### src/hw/rtl/lhos_pkg.sv
package lhos_pkg;

    localparam int LAYER_W       = 6;
    localparam int SUPER_W       = 4;
    localparam int AXIAL_IDX_W   = 3;
    localparam int MIN_HITS_W    = 8;
    localparam int LAYER_COUNT_W = 6;
    localparam int SUPER_MASK_W  = 9;
    localparam int SUPER_COUNT_W = 4;
    localparam int GAP_W         = 2;
    localparam int TOTAL_W       = 8;

    localparam logic [MIN_HITS_W-1:0] MIN_HITS_RESET = 8'd1;
    localparam logic [TOTAL_W-1:0]    TOTAL_MAX      = 8'd255;

    typedef enum logic [1:0] {
        ST_IDLE,
        ST_SCAN,
        ST_OUT
    } t_state;

endpackage

### src/hw/rtl/layer_hit_occupancy_summary_unit.sv
// A hit without the last mark is accumulated and busy stays low.
// A hit with the last mark starts a scan over max(layers, superlayers, axial superlayers)
// entries (one entry per cycle; layers, superlayers and axial superlayers each go through
// their own count/compare logic), then ST_OUT gives the result with a one-cycle strobe;
// no new hit is accepted until the scan and output are done. The receiver cannot stall.
// Synchronous active-low reset clears all accumulated state; min_hits resets to 1.
module layer_hit_occupancy_summary_unit #(
    parameter int NUM_LAYERS             = 56,
    parameter int NUM_SUPER_LAYERS       = 9,
    parameter int NUM_AXIAL_SUPER_LAYERS = 5,
    parameter int COUNT_WIDTH            = 8
) (
    input  logic                                 i_clk,
    input  logic                                 i_rst_n,
    input  logic                                 start,
    output logic                                 busy,
    input  logic [lhos_pkg::LAYER_W-1:0]         i_layer_index,
    input  logic [lhos_pkg::SUPER_W-1:0]         i_super_layer_index,
    input  logic [lhos_pkg::AXIAL_IDX_W-1:0]     i_axial_super_index,
    input  logic                                 i_is_axial,
    input  logic                                 i_last,
    input  logic                                 i_cfg_valid,
    output logic                                 o_cfg_ready,
    input  logic [lhos_pkg::MIN_HITS_W-1:0]      i_cfg_data,
    output logic                                 o_strobe,
    output logic [lhos_pkg::LAYER_COUNT_W-1:0]   o_layer_count,
    output logic [lhos_pkg::SUPER_MASK_W-1:0]    o_super_mask,
    output logic [lhos_pkg::SUPER_COUNT_W-1:0]   o_super_count,
    output logic [lhos_pkg::SUPER_MASK_W-1:0]    o_super_mask_min,
    output logic [lhos_pkg::SUPER_COUNT_W-1:0]   o_super_count_min,
    output logic [lhos_pkg::GAP_W-1:0]           o_max_axial_gap,
    output logic [lhos_pkg::TOTAL_W-1:0]         o_axial_total,
    output logic [lhos_pkg::TOTAL_W-1:0]         o_stereo_total
);

    localparam int NL = NUM_LAYERS;
    localparam int NS = NUM_SUPER_LAYERS;
    localparam int NA = NUM_AXIAL_SUPER_LAYERS;
    localparam int L_A = (NL > NS) ? NL : NS;
    localparam int L = (L_A > NA) ? L_A : NA;
    localparam int IDX_W = (L > 1) ? $clog2(L) : 1;
    localparam int LW = (NL > 1) ? $clog2(NL) : 1;
    localparam int SW = (NS > 1) ? $clog2(NS) : 1;
    localparam int AW = (NA > 1) ? $clog2(NA) : 1;
    localparam int LCW_R = $clog2(NL + 1);
    localparam int LCW = (LCW_R > lhos_pkg::LAYER_COUNT_W + 1) ? LCW_R
                                                               : lhos_pkg::LAYER_COUNT_W + 1;
    localparam int SCW_R = $clog2(NS + 1);
    localparam int SCW = (SCW_R > lhos_pkg::SUPER_COUNT_W + 1) ? SCW_R
                                                               : lhos_pkg::SUPER_COUNT_W + 1;
    localparam int RW_R = $clog2(NA + 1);
    localparam int RW = (RW_R > lhos_pkg::GAP_W + 1) ? RW_R : lhos_pkg::GAP_W + 1;
    localparam int CMP_W = (COUNT_WIDTH > lhos_pkg::MIN_HITS_W) ? COUNT_WIDTH
                                                                 : lhos_pkg::MIN_HITS_W;
    localparam int LAYER_CMP_W = (LW + 1 > lhos_pkg::LAYER_W + 1) ? LW + 1
                                                                  : lhos_pkg::LAYER_W + 1;
    localparam int SUPER_CMP_W = (SW + 1 > lhos_pkg::SUPER_W + 1) ? SW + 1
                                                                  : lhos_pkg::SUPER_W + 1;
    localparam int AXIAL_CMP_W = (AW + 1 > lhos_pkg::AXIAL_IDX_W + 1) ? AW + 1
                                                                      : lhos_pkg::AXIAL_IDX_W + 1;

    lhos_pkg::t_state r_state, n_state;

    logic [lhos_pkg::MIN_HITS_W-1:0] r_min_hits, n_min_hits;
    logic [NL-1:0]                   r_layers, n_layers;
    logic [COUNT_WIDTH-1:0]          r_cnt [NS];
    logic [COUNT_WIDTH-1:0]          n_cnt [NS];
    logic [NA-1:0]                   r_axial_seen, n_axial_seen;
    logic [lhos_pkg::TOTAL_W-1:0]    r_axial_hits, n_axial_hits;
    logic [lhos_pkg::TOTAL_W-1:0]    r_stereo_hits, n_stereo_hits;

    logic [IDX_W-1:0] r_idx, n_idx;
    logic [LCW-1:0]   r_lcount, n_lcount;
    logic [SCW-1:0]   r_scount, n_scount;
    logic [SCW-1:0]   r_smcount, n_smcount;
    logic [NS-1:0]    r_smask, n_smask;
    logic [NS-1:0]    r_smmask, n_smmask;
    logic             r_started, n_started;
    logic [RW-1:0]    r_run, n_run;
    logic [RW-1:0]    r_gap, n_gap;

    logic accept;
    logic in_layer, in_super, in_axial;
    logic [SW-1:0] sl_sel;
    logic sc_layer, sc_super, sc_axial;
    logic sl_hit, sl_min;

    assign busy        = (r_state != lhos_pkg::ST_IDLE);
    assign accept      = start && !busy;
    assign o_cfg_ready = 1'b1;

    assign in_layer = (LAYER_CMP_W'(i_layer_index) < LAYER_CMP_W'(NL));
    assign in_super = (SUPER_CMP_W'(i_super_layer_index) < SUPER_CMP_W'(NS));
    assign in_axial = (AXIAL_CMP_W'(i_axial_super_index) < AXIAL_CMP_W'(NA));
    assign sl_sel   = SW'(i_super_layer_index);

    assign sc_layer = ({1'b0, r_idx} < (IDX_W + 1)'(NL));
    assign sc_super = ({1'b0, r_idx} < (IDX_W + 1)'(NS));
    assign sc_axial = ({1'b0, r_idx} < (IDX_W + 1)'(NA));
    assign sl_hit   = (r_cnt[0] != '0);
    assign sl_min   = (CMP_W'(r_cnt[0]) >= CMP_W'(r_min_hits));

    always_comb begin
        n_state       = r_state;
        n_min_hits    = r_min_hits;
        n_layers      = r_layers;
        n_cnt         = r_cnt;
        n_axial_seen  = r_axial_seen;
        n_axial_hits  = r_axial_hits;
        n_stereo_hits = r_stereo_hits;
        n_idx         = r_idx;
        n_lcount      = r_lcount;
        n_scount      = r_scount;
        n_smcount     = r_smcount;
        n_smask       = r_smask;
        n_smmask      = r_smmask;
        n_started     = r_started;
        n_run         = r_run;
        n_gap         = r_gap;
        o_strobe      = 1'b0;

        if (i_cfg_valid) begin
            n_min_hits = i_cfg_data;
        end

        unique case (r_state)
            lhos_pkg::ST_IDLE: begin
                if (accept) begin
                    if (in_layer) begin
                        n_layers[LW'(i_layer_index)] = 1'b1;
                    end
                    if (in_super && (r_cnt[sl_sel] != '1)) begin
                        n_cnt[sl_sel] = r_cnt[sl_sel] + 1'b1;
                    end
                    if (i_is_axial) begin
                        if (in_axial) begin
                            n_axial_seen[AW'(i_axial_super_index)] = 1'b1;
                        end
                        if (r_axial_hits != lhos_pkg::TOTAL_MAX) begin
                            n_axial_hits = r_axial_hits + 1'b1;
                        end
                    end else if (r_stereo_hits != lhos_pkg::TOTAL_MAX) begin
                        n_stereo_hits = r_stereo_hits + 1'b1;
                    end
                    if (i_last) begin
                        n_idx   = '0;
                        n_state = lhos_pkg::ST_SCAN;
                    end
                end
            end
            lhos_pkg::ST_SCAN: begin
                if (sc_layer) begin
                    if (r_layers[0]) begin
                        n_lcount = r_lcount + 1'b1;
                    end
                    n_layers = r_layers >> 1;
                end
                if (sc_super) begin
                    if (sl_hit) begin
                        n_scount = r_scount + 1'b1;
                    end
                    if (sl_min) begin
                        n_smcount = r_smcount + 1'b1;
                    end
                    n_smask  = NS'({sl_hit, r_smask} >> 1);
                    n_smmask = NS'({sl_min, r_smmask} >> 1);
                    for (int k = 0; k < NS - 1; k++) begin
                        n_cnt[k] = r_cnt[k + 1];
                    end
                    n_cnt[NS-1] = '0;
                end
                if (sc_axial) begin
                    if (r_axial_seen[0]) begin
                        if (r_started && (r_run > r_gap)) begin
                            n_gap = r_run;
                        end
                        n_started = 1'b1;
                        n_run     = '0;
                    end else if (r_started) begin
                        n_run = r_run + 1'b1;
                    end
                    n_axial_seen = r_axial_seen >> 1;
                end
                if (r_idx == IDX_W'(L - 1)) begin
                    n_state = lhos_pkg::ST_OUT;
                end else begin
                    n_idx = r_idx + 1'b1;
                end
            end
            lhos_pkg::ST_OUT: begin
                o_strobe      = 1'b1;
                n_layers      = '0;
                n_axial_seen  = '0;
                n_axial_hits  = '0;
                n_stereo_hits = '0;
                n_lcount      = '0;
                n_scount      = '0;
                n_smcount     = '0;
                n_smask       = '0;
                n_smmask      = '0;
                n_started     = 1'b0;
                n_run         = '0;
                n_gap         = '0;
                for (int k = 0; k < NS; k++) begin
                    n_cnt[k] = '0;
                end
                n_state = lhos_pkg::ST_IDLE;
            end
            default: begin
                n_state = lhos_pkg::ST_IDLE;
            end
        endcase
    end

    always_comb begin
        o_layer_count     = (r_lcount > LCW'(63)) ? 6'd63
                                                  : lhos_pkg::LAYER_COUNT_W'(r_lcount);
        o_super_mask      = lhos_pkg::SUPER_MASK_W'(r_smask);
        o_super_count     = (r_scount > SCW'(15)) ? 4'd15
                                                  : lhos_pkg::SUPER_COUNT_W'(r_scount);
        o_super_mask_min  = lhos_pkg::SUPER_MASK_W'(r_smmask);
        o_super_count_min = (r_smcount > SCW'(15)) ? 4'd15
                                                   : lhos_pkg::SUPER_COUNT_W'(r_smcount);
        o_max_axial_gap   = (r_gap > RW'(3)) ? 2'd3 : lhos_pkg::GAP_W'(r_gap);
        o_axial_total     = r_axial_hits;
        o_stereo_total    = r_stereo_hits;
    end

    always_ff @(posedge i_clk) begin
        if (!i_rst_n) begin
            r_state       <= lhos_pkg::ST_IDLE;
            r_min_hits    <= lhos_pkg::MIN_HITS_RESET;
            r_layers      <= '0;
            r_axial_seen  <= '0;
            r_axial_hits  <= '0;
            r_stereo_hits <= '0;
            r_idx         <= '0;
            r_lcount      <= '0;
            r_scount      <= '0;
            r_smcount     <= '0;
            r_smask       <= '0;
            r_smmask      <= '0;
            r_started     <= 1'b0;
            r_run         <= '0;
            r_gap         <= '0;
            for (int k = 0; k < NS; k++) begin
                r_cnt[k] <= '0;
            end
        end else begin
            r_state       <= n_state;
            r_min_hits    <= n_min_hits;
            r_layers      <= n_layers;
            r_axial_seen  <= n_axial_seen;
            r_axial_hits  <= n_axial_hits;
            r_stereo_hits <= n_stereo_hits;
            r_idx         <= n_idx;
            r_lcount      <= n_lcount;
            r_scount      <= n_scount;
            r_smcount     <= n_smcount;
            r_smask       <= n_smask;
            r_smmask      <= n_smmask;
            r_started     <= n_started;
            r_run         <= n_run;
            r_gap         <= n_gap;
            r_cnt         <= n_cnt;
        end
    end

endmodule
### config.mk
export PLATFORM = sky130hd
export DESIGN_NAME = layer_hit_occupancy_summary_unit
export DESIGN_NICKNAME = d
export VERILOG_FILES = /design/src/hw/rtl/lhos_pkg.sv /design/src/hw/rtl/layer_hit_occupancy_summary_unit.sv
export SDC_FILE = /design/constraint.sdc
export NUM_CORES = 1
export LEC_CHECK = 0
export BUFFER_PORTS_ARGS = -buffer_cell sky130_fd_sc_hd__buf_2
export CAP_MARGIN = 25
export CORE_MARGIN = 3
export CORE_UTILIZATION = 35
export DETAILED_ROUTE_END_ITERATION = 8
export PLACE_DENSITY = 0.6
export SYNTH_ARGS = -nofsm -noshare
export SYNTH_HDL_FRONTEND = slang
export SYNTH_SLANG_ARGS = --single-unit
export TNS_END_PERCENT = 30
### constraint.sdc
create_clock -name i_clk -period 8.41 [get_ports i_clk]
set_input_delay 2.1025 -clock i_clk [delete_from_list [all_inputs] [get_ports i_clk]]
set_output_delay 2.1025 -clock i_clk [all_outputs]
set_load 0.01 [all_outputs]
== Word level (Yosys, flattened, before mapping) ==
Index checks and enable logic that the tools add are counted.

* Register bits after elaboration: 207
* Word-level logic and storage cells: 175
* Input bits: 27
* Output and inout port bits: 53

* Magnitude comparators: 18
* Reduce and logical (&&, ||, !) cells: 28
* $add $sub $neg: 8
* Equality and inequality tests: 26
* Muxes and demuxes: 68
* Bitwise gates (word level): 3

{| class="wikitable"
|+ Operators by type and width
! kind !! count
|-
| 72-bit two-way mux || 3
|-
| 72-bit case mux with 3 select lines || 1
|-
| 56-bit two-way mux || 3
|-
| 56-bit case mux with 3 select lines || 1
|-
| 72-bit bitwise mux || 1
|-
| 8-bit two-way mux || 9
|-
| 56-bit bitwise OR || 1
|-
| 5-bit two-way mux || 8
|-
| 2-bit != test (second input constant) || 19
|-
| 9-bit case mux with 2 select lines || 2
|-
| 8-bit binary-select mux with 4-bit select || 1
|-
| 8-bit demux with 4-bit select || 1
|-
| 8-bit case mux with 2 select lines || 2
|-
| 8-bit by 1-bit adder with 8-bit output (second input constant) || 3
|-
| 6-bit two-way mux || 4
|-
| 8-bit != test (second input constant) || 3
|-
| 4-bit AND reduction || 6
|-
| 5-bit case mux with 2 select lines || 2
|-
| 3-bit two-way mux || 6
|-
| 9-bit two-way mux || 2
|-
| 3-bit AND reduction || 6
|-
| 5-bit case mux with 3 select lines || 1
|-
| 7-bit two-way mux || 2
|-
| 7-bit case mux with 2 select lines || 1
|-
| other kinds (43) || 63
|}

== Longest topological paths before layout ==
Gate-level depths: netlist of run 1.

* Depth after elaboration: 9
* Gate-level depth with buffers: 17
* Mapped depth without buffers: 10

== Worst setup path after synthesis of run 1 ==
Ideal clock, no wire load.

* Path kind: input-to-reg
* Start point: input i_super_layer_index[1] in the netlist's numbering
* End point: register with a tool-made name
* Arrival: 4.981 ns
* Path buffers: 8
* Library setup time: 0.088 ns
* Slack: 3.341 ns
* Data required time: 8.322 ns
* Stages: 17
* Path through: buf_6 buf_6 buf_6 buf_6 clkbuf_1 o211ai_1 nand3_1 clkbuf_1 inv_1 ha_1 nand2_1 or4bb_1 o31a_1 buf_6 and2_1 buf_6 a311oi_2

{| class="wikitable"
|+ RTL lines
! element !! RTL line !! RTL
|-
| start: declaration || layer_hit_occupancy_summary_unit.sv:18 || <nowiki>input logic [lhos_pkg::SUPER_W-1:0] i_super_layer_index,</nowiki>
|}

==> results of run 1 <==
layer usage:
metal  vias to the layer above  global-route usage (%)  share of wire, %
li1                       5028                       -                 -
met1                      5005                   27.06                47
met5                         -                       0                 0
met3                        72                   2.960               6.6
met2                       368                   28.54                44
met4                         0                   5.534               2.4
per-stage QoR:
| stage | hold slack [ps] | setup WS (ps) | power [W] | cells |
|---|---|---|---|---|
| 4_1_cts | 447.7 | 2608 | 0.004535 | 1782 |
| 5_1_grt | 481.9 | 2478 | 0.004850 | 1785 |
| 6_report | 447.2 | 2760 | 0.004546 | 1785 |
| 2_1_floorplan | 431.9 | 3341 | 0.002922 | 1360 |
| 3_5_place_dp | 441.2 | 2120 | 0.003415 | 1737 |
| 3_3_place_gp | 433.8 | 2249 | 0.003381 | 1734 |
logic make-up (layout without fill, tap and decap cells):
| logic type | count (synthesis) | count (layout) | synth area share, % |
|---|---|---|---|
| AO/OA/AOI/OAI | 513 | 513 | 29.21 |
| XOR/XNOR | 24 | 24 | 1.888 |
| adder cells (fa/ha/maj) | 26 | 26 | 2.922 |
| buffers and inverters | 144 | 173 | 5.507 |
| flip-flops | 207 | 207 | 37.22 |
| multiplexers | 50 | 50 | 4.552 |
| other | 1 | 1 | 0.03368 |
| AND/OR/NAND/NOR | 395 | 395 | 18.67 |
layout by cell type, fill, tap and decap left out, types with 7 or more instances in the layout:
cell type / count
a211oi_2: 7
nand4_1: 27
o21ai_0: 50
inv_1: 28
ha_1: 24
nor2b_1: 8
o21bai_1: 24
a21oi_1: 239
nand2b_1: 23
mux2i_1: 44
a211oi_1: 45
buf_4: 16
nor3b_1: 10
and2_1: 16
nand3b_1: 12
nor2_1: 72
clkbuf_16: 25
nor3_1: 69
nand3_1: 25
xnor2_1: 8
a21o_1: 40
a22oi_1: 33
buf_2: 78
a311oi_1: 21
and3_1: 15
dfxtp_1: 207
or2_2: 7
nand2_1: 78
xor2_1: 16
power by group:
group | switching [W] | leakage, nW | internal [W]
registers | 0.000276 | 1.69 | 0.00125
logic | 0.00119 | 2.68 | 0.000732
clock network | 0.000440 | 0.422 | 0.000663
total | 0.00190 | 4.79 | 0.00264
worst paths after layout:
kind,start,endpoint,slack (ps),depth (start not counted)
max,i_super_layer_index[1],register,2760,13
min,o_super_mask_min[0]$_SDFFE_PN0P_,o_super_mask_min[0]$_SDFFE_PN0P_,450,2
max reg2reg,register,register,4580,11
min reg2reg,o_super_mask_min[0]$_SDFFE_PN0P_,o_super_mask_min[0]$_SDFFE_PN0P_,450,2
critical path: stages:
cell and delay, ps:
buf_2 430, buf_12 270, mux2i_1 110, o221ai_1 180
nand3_1 480, inv_1 210, ha_1 190, nand2_1 60
or4bb_1 500, o31a_2 550, buf_4 370, and2_1 300
a311oi_1 280
final cells by class:
type,instances,share of cell area [%]
repair buffers,98,4.573
inverters,30,0.9344
flip-flops and latches,207,32.92
clock buffers,35,5.746
multi-input cells,1009,50.94
well taps,396,3.936
clock inverters,10,0.9443
==> results.py, run 1 <==
metrics = {
    "run_status": {
        "status": "finished clean",
    },
    "drt": {
        "drt_first_pass_iters": 5,
        "drc": 0,
        "ant_nets": 0,
        "vias": 10470,
        "drt-total-wl_mm": 33.15,
        "via_per_inst": 5.867,
        "drt_iter0_drc": 1006,
        "wire_per_inst_um": 18.57,
    },
    "setup_path": {
        "crit_type": "primary input to register",
        "cp-end-kind": "register",
        "crit_fanout": 43,
        "worstPathArrival_ps": 6080,
        "critPathRequiredTime_ps": 8840,
        "cp-start-kind": "primary input",
    },
    "sta": {
        "period_needed_ps": 5650,
        "rsz0062_at_grt": "false",
        "max_freq_mhz": 177.0,
        "fin_worst_skew_ps": 10.47,
        "min_period_over_period_pct": 67.18,
        "setup_viol": 0,
        "worst_pin_slew_ps": 980.2,
        "fin_setup_tns_ps": 0,
        "timing_hold_violations_final": 0,
        "timing.slew.headroom_pct": 34.65,
        "drv_slew": 0,
    },
    "placement": {
        "dp_hpwl_mm": 21.36,
        "io_buffers": 78,
        "gp_congestion": 0.9409,
        "placed_cell_area_um2": 11700,
    },
    "cells_and_area": {
        "final_util_pct": 40.62,
        "design_area_um2": 12590,
        "multi_input_area_um2": 6412,
        "area_delta_synth_final_pct": 13.06,
        "seq_area_um2": 4144,
        "drive_gt1_share_pct": 13.03,
        "fin_nets": 1424,
        "antenna_cells": 0,
        "fillers": 3119,
    },
    "synth": {
        "synth_cell_types": 73,
        "synth.top_cells.by_area": "dfxtp_1 37%, a21oi_1 11%, mux2i_1 4.0%",
        "syn_area_per_cell_um2": 8.186,
        "yosysWarnings": 0,
        "synthesis.area_um2": 11130,
        "synth-async-reset-ratio_pct": 0,
        "synth_flop_cell": "dfxtp_1",
        "synth_cells": 1360,
        "ys_ff_latch": 207,
        "ys_top_cells_by_count": "239 x a21oi_1, 207 x dfxtp_1, 79 x nand2_1, 78 x clkbuf_1, 72 x nor2_1",
        "post-synth-top-count-cell": "a21oi_1",
        "netlist.area_leader.share_pct": 37.22,
        "synth_edf_count": 0,
        "synth_seq_area_share_pct": 37.22,
        "synth_nets": 1413,
        "yosys.area.top_type": "dfxtp_1",
    },
    "clock_tree": {
        "h-tree-depth": 1,
        "cts_buffer_depth": 3,
        "hold_buffers": 0,
        "insertion_delay_ps": 540,
        "clkTransAtPathRegs_ps": 60,
        "clockRootBuffer": "clkbuf_16",
        "cts.sinks": 207,
        "postCtsSetupRepairBufs": 0,
        "cts_tree": "done",
        "ctsResizeCount": 0,
        "cts_buffers": 25,
    },
    "die": {
        "die_x_um": 184.4,
        "start_util_pct": 35.93,
        "rows": 64,
        "dieHeight_um": 184.4,
        "design.core.area_um2": 30990,
        "die_area_um2": 33980,
        "ios": 80,
    },
    "flow_run": {
        "cap_viol_max_count": 0,
    },
    "power": {
        "ir_drop_mv": 0.1582,
        "power_density_nw_per_um2": 361.2,
        "p_leak_nw": 4.787,
    },
    "global_routing": {
        "grt_start_max_net_pins": 90,
        "grt_pass1_wl_mm": 52.63,
        "grt_usage_pct": 18.66,
        "grt_overflow_total": 0,
        "first_global_vias": 9692,
        "antenna_found_initial": 0,
    },
    "hold_path": {
        "hp-class": "register to register",
    },
}
No activity file was read; power rests on OpenSTA's default activity.
==> run 2: changes to the inputs <==
ABC_AREA = 1   (was default)
clock period = 5.2 ns   (was 8.41 ns; I/O delays follow)
==> results.py, run 2 <==
metrics = {
    "clock_tree": {
        "cts_buffers": 25,
        "ctsResizeCount": 0,
        "clkTransAtPathRegs_ps": 60,
        "hold_buffers": 0,
        "insertion_delay_ps": 520,
        "cts_tree": "done",
        "cts.sinks": 207,
        "clockRootBuffer": "clkbuf_16",
        "cts_buffer_depth": 3,
        "h-tree-depth": 1,
        "postCtsSetupRepairBufs": 0,
    },
    "synth": {
        "synth.top_cells.by_area": "dfxtp_1 37%, nand2_1 14%, a21oi_1 8.7%",
        "synth_nets": 1717,
        "synth_cell_types": 48,
        "ys_top_cells_by_count": "404 x nand2_1, 207 x dfxtp_1, 194 x a21oi_1, 179 x nor2_1, 153 x inv_1",
        "synth-async-reset-ratio_pct": 0,
        "synthesis.area_um2": 11180,
        "yosys.area.top_type": "dfxtp_1",
        "synth_cells": 1664,
        "ys_ff_latch": 207,
        "yosysWarnings": 0,
        "synth_flop_cell": "dfxtp_1",
        "synth_edf_count": 0,
        "syn_area_per_cell_um2": 6.720,
        "post-synth-top-count-cell": "nand2_1",
        "netlist.area_leader.share_pct": 37.06,
        "synth_seq_area_share_pct": 37.06,
    },
    "drt": {
        "drt_iter0_drc": 772,
        "drc": 0,
        "drt_first_pass_iters": 5,
        "vias": 10910,
        "drt-total-wl_mm": 30.89,
        "wl_met2_mm": 13.92,
        "via_per_inst": 5.159,
        "wire_per_inst_um": 14.61,
        "ant_nets": 0,
        "drt-met1-wl_mm": 14.75,
        "routed.top_layer": "met4",
        "met3RoutedLength_mm": 1.405,
    },
    "setup_path": {
        "r2r_cells": 10,
        "crit_fanout": 19,
        "cp-end-kind": "register",
        "regToRegEndpoint": "r_layers[39]$_SDFFE_PN0P_",
        "critPathRequiredTime_ps": 5560,
        "regToRegStartpoint": "r_state[0]$_SDFFE_PN0P_",
        "worstPathArrival_ps": 4060,
        "crit_type": "primary input to register",
        "rrSetupSlack_ps": 2040,
        "cp-start-kind": "primary input",
    },
    "power": {
        "swShare_pct": 42.35,
        "p_leak_nw": 5.273,
        "power_density_nw_per_um2": 566.1,
        "power.internal_w": 0.004115,
        "power_switching_w": 0.003023,
        "combPwrFrac_pct": 42.2,
        "ir_drop_mv": 0.3344,
        "clockPowerShare_pct": 25.2,
        "power_frac_seq_pct": 32.5,
    },
    "cells_and_area": {
        "multi_input_area_um2": 6028,
        "area_delta_synth_final_pct": 12.76,
        "mostFrequentLayoutCell": "nand2_1",
        "fillers": 3335,
        "layout_common_cells": "404 x nand2_1, 207 x dfxtp_1, 194 x a21oi_1, 179 x nor2_1, 152 x inv_1",
        "drive_gt1_share_pct": 11.52,
        "seq_area_um2": 4144,
        "fin_nets": 1755,
        "antenna_cells": 0,
        "final_cells": 2115,
    },
    "sta": {
        "period_needed_ps": 3702,
        "worst_pin_slew_ps": 950.0,
        "fin_worst_skew_ps": 17.07,
        "timing.slew.headroom_pct": 36.58,
        "drv_slew": 0,
        "setup_viol": 0,
        "min_period_over_period_pct": 71.18,
        "max_freq_mhz": 270.2,
        "fin_setup_tns_ps": 0,
        "timing_hold_violations_final": 0,
        "rsz0062_at_grt": "false",
    },
    "die": {
        "die_x_um": 184.7,
        "start_util_pct": 35.99,
        "dieHeight_um": 184.7,
        "die_area_um2": 34130,
        "ios": 80,
        "rows": 64,
        "design.core.area_um2": 31070,
    },
    "global_routing": {
        "grt_overflow_total": 0,
        "grt_start_max_net_pins": 69,
        "antenna_found_initial": 0,
        "grt_pass1_wl_mm": 51.73,
        "grt_usage_pct": 17.92,
        "first_global_vias": 10240,
    },
    "run_status": {
        "status": "finished clean",
    },
    "hold_path": {
        "min_path_cells": 2,
        "hp-class": "register to register",
        "holdPathEnd": "r_axial_seen[0]$_SDFFE_PN0P_",
        "hp-start": "r_axial_seen[1]$_SDFFE_PN0P_",
    },
    "placement": {
        "io_buffers": 78,
        "gp_congestion": 0.8807,
        "dp_hpwl_mm": 20.80,
        "placed_cells": 2071,
    },
    "flow_run": {
        "cap_viol_max_count": 0,
    },
}
## run 2: cell count changes after synthesis, sizes merged, moves of 40 or more
cell / before / now
nand2: 79 / 418
inv: 29 / 159
nor2: 72 / 185
o21ai: 51 / 131
nand3: 25 / 87
mux2i: 45 / 0
a211oi: 53 / 9
a21o: 40 / 0
## run 2: power by group through the flow
stage                     Sequential [W]  Clock, W  Combinational, W
after floorplan                  0.00228         0           0.00242
after global placement           0.00234         0           0.00296
after detailed placement         0.00235         0           0.00300
after CTS                        0.00232   0.00185           0.00301
after global routing             0.00238   0.00191           0.00348
final                            0.00232   0.00180           0.00301
## run 2: logic make-up (layout without fill, tap and decap cells)
logic type / Yosys count / after routing / synth area share, %
buffers and inverters: 239 / 294 / 9.108
AND/OR/NAND/NOR: 775 / 775 / 30.19
AO/OA/AOI/OAI: 407 / 407 / 20.00
other: 1 / 1 / 0.03354
XOR/XNOR: 9 / 9 / 0.7050
adder cells (fa/ha/maj): 26 / 26 / 2.909
flip-flops: 207 / 207 / 37.06
## run 2: area by class of cell
type                       instances  area share (%)
clock buffer                      33           5.676
clock inverter                    11           1.102
inverter                         160           4.803
multi-input combinational       1218           47.81
sequential                       207           32.87
tap                              396           3.930
timing repair buffer              90           3.811
## run 2: per-stage QoR
stage | hold WS [ps] | area, µm² | setup slack (ps) | utilization [%] | power [W]
after CTS | 454.4 | 12610 | 1607 | 40.58 | 0.007182
final | 452.9 | 12610 | 1498 | 40.58 | 0.007138
after floorplan | 422.6 | 11180 | 1861 | - | 0.004700
after detailed placement | 446.4 | 11750 | 1061 | 37.83 | 0.005342
after global placement | 441.0 | 11750 | 1173 | 37.83 | 0.005297
after global routing | 481.9 | 12610 | 1326 | 40.58 | 0.007767
## run 2: critical path, stage by stage
cell	delay [ps]
buf_2	200
inv_4	210
nand3_2	140
nor2_4	260
nand2_1	110
nand3_1	370
ha_1	300
nand3_1	140
xor2_1	680
o21ai_0	180
nand2_1	100
a21oi_1	60
## run 2: worst max path at each step
stage	cells past startpoint	startpoint	end
final	12	i_super_layer_index[1]	r_cnt[4]$_SDFFE_PN0P_
after global routing	15	i_super_layer_index[0]	register
after CTS	12	i_super_layer_index[1]	r_cnt[4]$_SDFFE_PN0P_
after detailed placement	12	i_super_layer_index[1]	r_cnt[4]$_SDFFE_PN0P_
after global placement	12	i_super_layer_index[1]	r_cnt[4]$_SDFFE_PN0P_
after floorplan	19	i_super_layer_index[0]	register
## run 2: routing by layer
layer / vias to the layer above / GRT usage, %
met3: 52 / 2.230
met1: 5030 / 24.96
met2: 255 / 29.11
li1: 5574 / -
met5: - / 0
met4: 0 / 5.372
